### src/rtl/core/glos_pkg.sv
// Shared constants, codes and unit handshake types for the grid line-of-sight block.
package glos_pkg;

    localparam int COORD_W  = 18;
    localparam int TILE_W   = 8;
    localparam int VAL_W    = 4;
    localparam int CFG_W    = 10;
    localparam int STEPS_W  = 11;
    localparam int DIST_W   = 19;
    localparam int SQ_W     = 38;
    localparam int REM_W    = 22;
    localparam int NUM_ITER = 19;

    localparam logic [STEPS_W-1:0] STEPS_MAX   = 11'd2047;
    localparam logic [DIST_W-1:0]  STEPS_SATQ  = 19'd2046;

    localparam logic [1:0] CMD_WRITE = 2'd0;
    localparam logic [1:0] CMD_READ  = 2'd1;
    localparam logic [1:0] CMD_MOVE  = 2'd2;
    localparam logic [1:0] CMD_LOS   = 2'd3;

    localparam logic REG_MARGIN  = 1'b0;
    localparam logic REG_SPACING = 1'b1;

    localparam logic [CFG_W-1:0] MARGIN_RST  = 10'd205;
    localparam logic [CFG_W-1:0] SPACING_RST = 10'd51;

    localparam logic UNIT_SQRT = 1'b0;
    localparam logic UNIT_DIV  = 1'b1;

    typedef struct packed {
        logic               start;
        logic               mode;
        logic [SQ_W-1:0]    num;
        logic [STEPS_W-1:0] divisor;
    } unit_req_t;

    typedef struct packed {
        logic              busy;
        logic              done;
        logic [DIST_W-1:0] quo;
        logic [REM_W-1:0]  rem;
    } unit_rsp_t;

endpackage

### src/rtl/core/glos_divsqrt.sv
// Shared iterative unit: restoring square root or unsigned division, one bit per cycle.
module glos_divsqrt
    import glos_pkg::*;
(
    input  logic      clk,
    input  logic      rst_n,
    input  unit_req_t req,
    output unit_rsp_t rsp
);
    localparam int CNT_W = $clog2(NUM_ITER);

    logic               busy_reg, busy_next;
    logic               done_reg, done_next;
    logic               mode_reg;
    logic [CNT_W-1:0]   cnt_reg;
    logic [SQ_W-1:0]    num_reg;
    logic [REM_W-1:0]   rem_reg;
    logic [DIST_W-1:0]  root_reg;
    logic [STEPS_W-1:0] div_reg;

    logic [REM_W-1:0] rem_sh;
    logic [REM_W-1:0] trial;
    logic             ge;

    always_comb
    begin
        if (mode_reg == UNIT_SQRT)
        begin
            rem_sh = {rem_reg[REM_W-3:0], num_reg[SQ_W-1 -: 2]};
            trial  = {1'b0, root_reg, 2'b01};
        end
        else
        begin
            rem_sh = {rem_reg[REM_W-2:0], num_reg[SQ_W-1]};
            trial  = {{(REM_W-STEPS_W){1'b0}}, div_reg};
        end
        ge = (rem_sh >= trial);
    end

    always_comb
    begin
        busy_next = busy_reg;
        done_next = 1'b0;
        if (req.start)
        begin
            busy_next = 1'b1;
        end
        else if (busy_reg && (cnt_reg == CNT_W'(NUM_ITER - 1)))
        begin
            busy_next = 1'b0;
            done_next = 1'b1;
        end
    end

    always_ff @(posedge clk or negedge rst_n)
    begin
        if (!rst_n)
        begin
            busy_reg <= 1'b0;
            done_reg <= 1'b0;
        end
        else
        begin
            busy_reg <= busy_next;
            done_reg <= done_next;
        end
    end

    always_ff @(posedge clk)
    begin
        if (req.start)
        begin
            mode_reg <= req.mode;
            cnt_reg  <= '0;
            rem_reg  <= '0;
            root_reg <= '0;
            div_reg  <= req.divisor;
            if (req.mode == UNIT_DIV)
            begin
                num_reg <= {req.num[DIST_W-1:0], {(SQ_W-DIST_W){1'b0}}};
            end
            else
            begin
                num_reg <= req.num;
            end
        end
        else if (busy_reg)
        begin
            cnt_reg  <= cnt_reg + CNT_W'(1);
            rem_reg  <= ge ? (rem_sh - trial) : rem_sh;
            root_reg <= {root_reg[DIST_W-2:0], ge};
            if (mode_reg == UNIT_DIV)
            begin
                num_reg <= {num_reg[SQ_W-2:0], 1'b0};
            end
            else
            begin
                num_reg <= {num_reg[SQ_W-3:0], 2'b00};
            end
        end
    end

    assign rsp.busy = busy_reg;
    assign rsp.done = done_reg;
    assign rsp.quo  = root_reg;
    assign rsp.rem  = rem_reg;
endmodule

### config.mk
export PLATFORM = sky130hd
export DESIGN_NAME = glos_divsqrt
export DESIGN_NICKNAME = d
export VERILOG_FILES = /design/src/rtl/core/glos_pkg.sv /design/src/rtl/core/glos_divsqrt.sv
export SDC_FILE = /design/constraint.sdc
export NUM_CORES = 1
export LEC_CHECK = 0
export BUFFER_PORTS_ARGS = -buffer_cell sky130_fd_sc_hd__buf_2
export CAP_MARGIN = 20
export CORE_MARGIN = 8
export CORE_UTILIZATION = 58
export CTS_CLUSTER_DIAMETER = 200
export DETAILED_ROUTE_END_ITERATION = 16
export GPL_TIMING_DRIVEN = 0
export MAX_ROUTING_LAYER = met4
export PLACE_DENSITY = 0.89
export REMOVE_ABC_BUFFERS = 1
export SYNTH_ARGS = -nofsm -noshare
export SYNTH_HDL_FRONTEND = slang
export SYNTH_SLANG_ARGS = --single-unit
### constraint.sdc
create_clock -name clk -period 4.7 [get_ports clk]
set_input_delay 0.47 -clock clk [delete_from_list [all_inputs] [get_ports clk]]
set_output_delay 0.47 -clock clk [all_outputs]
set_load 0.03 [all_outputs]
==> results of run 1 <==
[layout make-up]
cell class	count	area, um2	area share (%)
Timing Repair Buffer	104	677	9.72
Multi-Input combinational cell	476	3410	48.9
Clock inverter	7	73.8	1.06
Clock buffer	9	124	1.78
Tap cell	136	170	2.44
Inverter	10	37.5	0.539
Sequential cell	98	2470	35.5
[synth_stat cells, types with 8 or more instances]
library cell and number:
sky130_fd_sc_hd__nand3_1 16, sky130_fd_sc_hd__nor2_1 50, sky130_fd_sc_hd__a211oi_1 31, sky130_fd_sc_hd__a21oi_1 37, sky130_fd_sc_hd__nand2b_1 13, sky130_fd_sc_hd__inv_1 10
sky130_fd_sc_hd__xnor2_1 9, sky130_fd_sc_hd__a311oi_1 8, sky130_fd_sc_hd__dfxtp_1 46, sky130_fd_sc_hd__o211ai_1 8, sky130_fd_sc_hd__nor2b_1 23, sky130_fd_sc_hd__o21ai_0 41
sky130_fd_sc_hd__nand2_1 44, sky130_fd_sc_hd__mux2_2 20, sky130_fd_sc_hd__xor2_1 8, sky130_fd_sc_hd__edfxtp_1 50, sky130_fd_sc_hd__clkbuf_1 30, sky130_fd_sc_hd__ha_1 23
sky130_fd_sc_hd__mux2i_1 66
[metal layers]
layer	vias to the layer above	share of wire [%]	wire length, um	track usage, %
li1	2479	-	-	-
met1	2499	42	6360	25.2
met2	173	50	7640	37.1
met3	20	5.9	888	5.95
met4	0	1.9	286	7.98
met5	-	0	0	-
[worst paths after layout]
kind,from,end,slack (ns),cells after the start
min in group asynchronous,rst_n,busy_reg,0.39,2
max in group asynchronous,rst_n,busy_reg,4.21,2
min reg2reg,cnt_reg[4],done_reg,0.49,2
max reg2reg,mode_reg,rem_reg[10],0.59,10
max,mode_reg,rem_reg[10],0.59,10
min,req[4],div_reg[4],0.26,1
[power breakdown]
group / switching [mW] / internal, mW / total [mW]
clock network: 0.318 / 0.249 / 0.567
registers: 0.0991 / 1.04 / 1.14
logic: 1.28 / 0.814 / 2.09
[stage by stage]
step / setup WS (ns) / cells / setup TNS [ns]
3_3_place_gp: -1.23 / 815 / -24.65
3_5_place_dp: 0.691 / 823 / 0
2_1_floorplan: -0.110 / 584 / -0.456
4_1_cts: 0.652 / 840 / 0
6_report: 0.591 / 840 / 0
5_1_grt: 0.350 / 840 / 0
[cells by family after synthesis]
| kind of cell | count (synthesis) | share of synthesized area [%] |
|---|---|---|
| flops | 98 | 40.4 |
| mux | 86 | 14.5 |
| compound gates | 172 | 19.4 |
| buf+inv | 54 | 3.87 |
| xor+xnor | 17 | 2.43 |
| simple gates | 177 | 14.3 |
| fa+ha+maj | 24 | 5.03 |
[repair_timing]
| item | CTS | global route |
|---|---|---|
| hold buffers | 1 | 0 |
| setup endpoints to repair | 0 | 0 |
| resized for setup | 0 | 0 |
| hold endpoints to repair | 2 | 0 |
[worst max-delay path: stages (launching register included)]
cell and delay, ns:
sky130_fd_sc_hd__edfxtp_1 0.78, sky130_fd_sc_hd__buf_16 0.26, sky130_fd_sc_hd__buf_16 0.18, sky130_fd_sc_hd__mux2_2 0.37, sky130_fd_sc_hd__ha_1 0.37, sky130_fd_sc_hd__a21oi_1 0.22
sky130_fd_sc_hd__o21ai_0 0.20, sky130_fd_sc_hd__or3_1 0.44, sky130_fd_sc_hd__o21ai_4 0.48, sky130_fd_sc_hd__nand2_1 0.29, sky130_fd_sc_hd__o311a_1 0.39
==> results.md, run 1 <==
* Post-route DRC violation count at 0
* Average footprint of a synthesized cell at 9.74 um2
* Final cycle utilization of the critical path at 87.4%
* Largest register FFs at 38
* Std cell rows at 37
* Antenna violations before repair at 0
* EDFF count, synth at 50
* Class of the most critical hold timing path: input pin to register
* Starting utilization of the core area at 59.5%
* Number of library cell types mapped by synthesis at 66
* Setup repair after global routing missed its margin: no
* Static power due to leakage at 3.04 nW
* Transition time of the tightest slew-check pin at 1.01 ns
* Number of sinks handled by clock tree synthesis at 98
* Max Fclk at 243 MHz
* Global-route wire length before repair at 25400 um
* Dpl hpwl at 11000 um
* Number of buffers created by CTS at 9
* Fraction of layout instances using a drive strength above 1 at 22.2%
* CP Capture Type: register
* # port buffers at 95
* Number of levels in the clock H-tree at 3
* Outcome: finished clean
* Number of synthesized register bits at 98
* Final hold slack at 0.257 ns
* Post-route design area at 0.00696 mm2
* Post-CTS setup buffer count at 0
* Commonest non-fill, non-tap cells in the layout: sky130_fd_sc_hd__buf_2 (94), sky130_fd_sc_hd__mux2i_1 (66), sky130_fd_sc_hd__nor2_1 (50), sky130_fd_sc_hd__edfxtp_1 (50), sky130_fd_sc_hd__dfxtp_1 (46)
* Routed Wire Length at 15200 um
* Part of the Yosys area used for sequential elements at 40.4%
* Number of max-slew violations in the final report at 0
* GP Congestion at 0.892
* Post-Synthesis Cell Area at 0.00612 mm2
* First-iteration detailed-routing DRC count at 331
* Initial DRT Pass Iterations at 5
* Area fraction of the dominant cell type after synthesis at 24.5%
* Area leader, netlist: sky130_fd_sc_hd__edfxtp_1
* Tot Pwr at 3.80 mW
* DR WL/cell at 18.1 um
* ANT nets after route at 0
* Data arrival at the endpoint of the critical path at 4.39 ns
* Count of yosys warnings during synthesis at 0
* Most used DFF post-synth: sky130_fd_sc_hd__edfxtp_1
* Final-report hold violation count at 0
* Number of antenna cells inserted at 0
* Number of ports placed on the die boundary at 96
* Worst IR Drop VDD at 0.000382 V
* Die area at 0.0141 mm2
* Ranking of synthesized cells by area: sky130_fd_sc_hd__edfxtp_1 (25%), sky130_fd_sc_hd__dfxtp_1 (15%), sky130_fd_sc_hd__mux2i_1 (11%)
* Vias in the first global route at 5327
* FFs w/ async S/R, synth at 2.04%
* Worst slew margin at 32.6%
* Highest net fanout along the worst path at 24
* Total global routing overflow at 0
* Final worst path period need at 4.11 ns
* Placed standard-cell area at 0.00676 mm2
* CTS root buf: sky130_fd_sc_hd__clkbuf_8
* Vias after detailed routing at 5171
* Final net count at 776
* Floorplan die height at 119 um
* Number of vias per cell after detailed routing at 6.16
* Utilization after layout at 67.8%
* Required time reported for the critical path endpoint at 4.98 ns
* Relative area change from synthesis to final layout at 13.8%
* Total setup violations reported at the end of the flow at 0
* Chip Width at 119 um
* Reg clk slew, reported paths at 0.09 ns
* Reported max-cap violation count at 0
* Total global routing track utilization at 22.2%
* Maximum number of pins on one net before global-route repair at 57
* Setup CP Type: register to register
* Post-synthesis cell count at 628
* Filler instances at 801
* CTS tree: yes
* Areal power density over the cells at 545 mW/mm2
* Clock tree skew after final layout at 0.0115 ns
* Maximum buffer depth of the clock tree at 2
* Leading cell type in the layout, fill and taps excluded: sky130_fd_sc_hd__buf_2
* Area of the core region at 0.0103 mm2
* Latest clock arrival within the worst-skew pair at 0.39 ns
* Kind of start point of the critical path: register
(Power assumes the default switching activity.)
==> run 2: changes to the inputs <==
BUFFER_PORTS_ARGS = default   (was -buffer_cell sky130_fd_sc_hd__buf_2)
CORE_UTILIZATION = 64   (was 58)
DONT_BUFFER_PORTS = 1   (was default)
PLACE_DENSITY = 0.88   (was 0.89)
==> results.md, run 2 (synthesis results as in run 1) <==
* Outcome: finished clean
* Antenna violations before repair at 2 (+2)
* Maximum buffer depth of the clock tree at 2 (unchanged)
* Global-route wire length before repair at 23900 um (-6.2%)
* Crit path setup slack, layout at 0.503 ns (-0.0875 ns)
* Number of buffers and inverters on the critical path at 2 (unchanged)
* Total global routing overflow at 0 (unchanged)
* Initial DRT Pass Iterations at 7 (+2)
* Static power due to leakage at 2.62 nW (-14%)
* Worst IR Drop VDD at 0.000241 V (-37%)
* Number of ports placed on the die boundary at 96 (unchanged)
* Utilization after layout at 70.3% (+2.5 points)
* Number of cells in the design after placement at 721 (-12%)
* Max Fclk at 238 MHz (-2.1%)
* Maximum single-stage delay on the critical path at 0.78 ns (about the same)
* Starting utilization of the core area at 66.2% (+6.7 points)
* # port buffers at 0 (-100%)
* Final-report hold violation count at 0 (unchanged)
* Kind of start point of the critical path: register
* Final standard cell count with taps included and fillers excluded at 740 (-12%)
* Total negative slack for setup checks at 0 ns (unchanged)
* Routed Wire Length at 14700 um (-3.4%)
* Maximum number of pins on one net before global-route repair at 110 (+93%)
* Post-Place Worst Slack at 0.621 ns (-0.0699 ns)
* Number of max-slew violations in the final report at 0 (unchanged)
* Final net count at 681 (-12%)
* Number of buffers created by CTS at 9 (unchanged)
* Top delay family on crit path: compound AO/OA/AOI/OAI gates
* Largest register FFs at 38 (unchanged)
* Sequential group share of total power at 34.7% (+4.8 points)
* Relative area change from synthesis to final layout at 6.12%
* CTS tree: yes
* Die area at 0.0129 mm2 (-8.1%)
* Placed standard-cell area at 0.00625 mm2 (-7.5%)
* Share of power burned in the clock network at 16.4% (+1.5 points)
* Fraction of layout instances using a drive strength above 1 at 9.85% (-12 points)
* Vias after detailed routing at 4752 (-8.1%)
* GP Congestion at 0.922 (+3.3%)
* ANT nets after route at 0 (unchanged)
* Total setup violations reported at the end of the flow at 0 (unchanged)
* Share of power burned in combinational logic at 48.9% (-6.2 points)
* Cell-by-cell trace of the critical path: buf_8, buf_8, mux2_2, ha_1, nor2b_4, o31a_4, a211oi_4, a21oi_2, o21ai_4, nand2_1, o311a_1
* Internal power contribution at 2.09 mW (-0.47%)
* Highest net fanout along the worst path at 17 (-29%)
* Post-route DRC violation count at 0 (unchanged)
* Commonest non-fill, non-tap cells in the layout: sky130_fd_sc_hd__mux2i_1 (66), sky130_fd_sc_hd__nor2_1 (50), sky130_fd_sc_hd__edfxtp_1 (50)
* Area of the core region at 0.00924 mm2 (-10%)
* Vias in the first global route at 4845 (-9.0%)
* Required time reported for the critical path endpoint at 4.97 ns (about the same)
* Dpl hpwl at 10400 um (-5.6%)
* Number of levels in the clock H-tree at 3 (unchanged)
* Final worst path period need at 4.20 ns (+0.0875 ns)
* Latest clock arrival within the worst-skew pair at 0.38 ns (about the same)
* Transition time of the tightest slew-check pin at 1.01 ns (+0.00527 ns)
* Data arrival at the endpoint of the critical path at 4.46 ns (+0.07 ns)
* Class of the most critical hold timing path: input pin to register
* Leading cell type in the layout, fill and taps excluded: sky130_fd_sc_hd__mux2i_1
* Final cycle utilization of the critical path at 89.3% (+1.9 points)
* Total global routing track utilization at 23.3% (+1.1 points)
* CP Capture Type: register
* Clock tree skew after final layout at 0.0127 ns (+0.00118 ns)
* Switching power summed over all nets at 1.67 mW (-1.4%)
* Max stage delay cell, worst path: sky130_fd_sc_hd__edfxtp_1
* Reg clk slew, reported paths at 0.10 ns (about the same)
* Most common cell type on the critical path: sky130_fd_sc_hd__buf_8
* Switching power share of the total at 44.4% (-0.23 points)
* Number of vias per cell after detailed routing at 6.42 (+4.3%)
* Setup CP Type: register to register
* Areal power density over the cells at 580 mW/mm2 (+6.3%)
* CTS root buf: sky130_fd_sc_hd__clkbuf_8
* Number of sinks handled by clock tree synthesis at 98 (unchanged)
* Setup repair after global routing missed its margin: no
* DR WL/cell at 19.8 um (+9.7%)
* Floorplan die height at 114 um (-4.2%)
* Reported max-cap violation count at 0 (unchanged)
* Chip Width at 114 um (-4.2%)
* Std cell rows at 35 (-5.4%)
* Post-route design area at 0.00649 mm2 (-6.8%)
* First-iteration detailed-routing DRC count at 352 (+6.3%)
* Post-CTS setup buffer count at 0 (unchanged)
* Worst slew margin at 32.2% (-0.35 points)
## run 2: final timing paths
check                                 from    endpoint  slack (ns)  cells past startpoint
worst max-delay path              mode_reg  rem_reg[7]        0.50                     11
worst min-delay path                req[8]  div_reg[8]        0.19                      0
worst max register to register    mode_reg  rem_reg[7]        0.50                     11
worst min register to register  cnt_reg[4]    done_reg        0.48                      2
max in group asynchronous            rst_n    busy_reg        4.24                      1
min in group asynchronous            rst_n    busy_reg        0.32                      1
## run 2: cell type report
class	count	area (um2)
multi-input combinational	476	3410
sequential	98	2470
inverter	10	37.5
antenna	2	5.00
tap	129	161
fill	697	2750
clock buffer	9	124
timing repair buffer	9	181
clock inverter	7	100
## run 2: layer usage
| metal | wire (um) | part of all wire [%] | vias to the layer above | global-route usage [%] |
|---|---|---|---|---|
| met5 | 0 | 0 | - | - |
| met4 | 276 | 1.9 | 0 | 7.02 |
| met3 | 1100 | 7.5 | 25 | 6.60 |
| met2 | 7340 | 50 | 173 | 39.1 |
| met1 | 5950 | 41 | 2259 | 26.5 |
| li1 | - | - | 2295 | - |
## run 2: what timing repair did
action                                 4_1_cts  5_1_grt
gates resized for setup                      0        0
setup endpoints to repair                    0        0
hold buffers                                 1        0
endpoints found under the hold margin        2        0
## run 2: power groups by stage
stage	Clock [mW]	Sequential, mW	Combinational (mW)
after floorplan	0	1.29	1.40
after global placement	0	1.34	1.69
after detailed placement	0	1.33	1.78
after CTS	0.626	1.31	1.80
after global routing	0.665	1.32	2.00
final	0.619	1.30	1.84
## run 2: through the flow
stage | power, mW | hold slack (ns)
6_report | 3.76 | 0.187
5_1_grt | 3.99 | 0.148
4_1_cts | 3.73 | 0.168
3_5_place_dp | 3.10 | 0.174
3_3_place_gp | 3.03 | 0.174
2_1_floorplan | 2.69 | 0.174
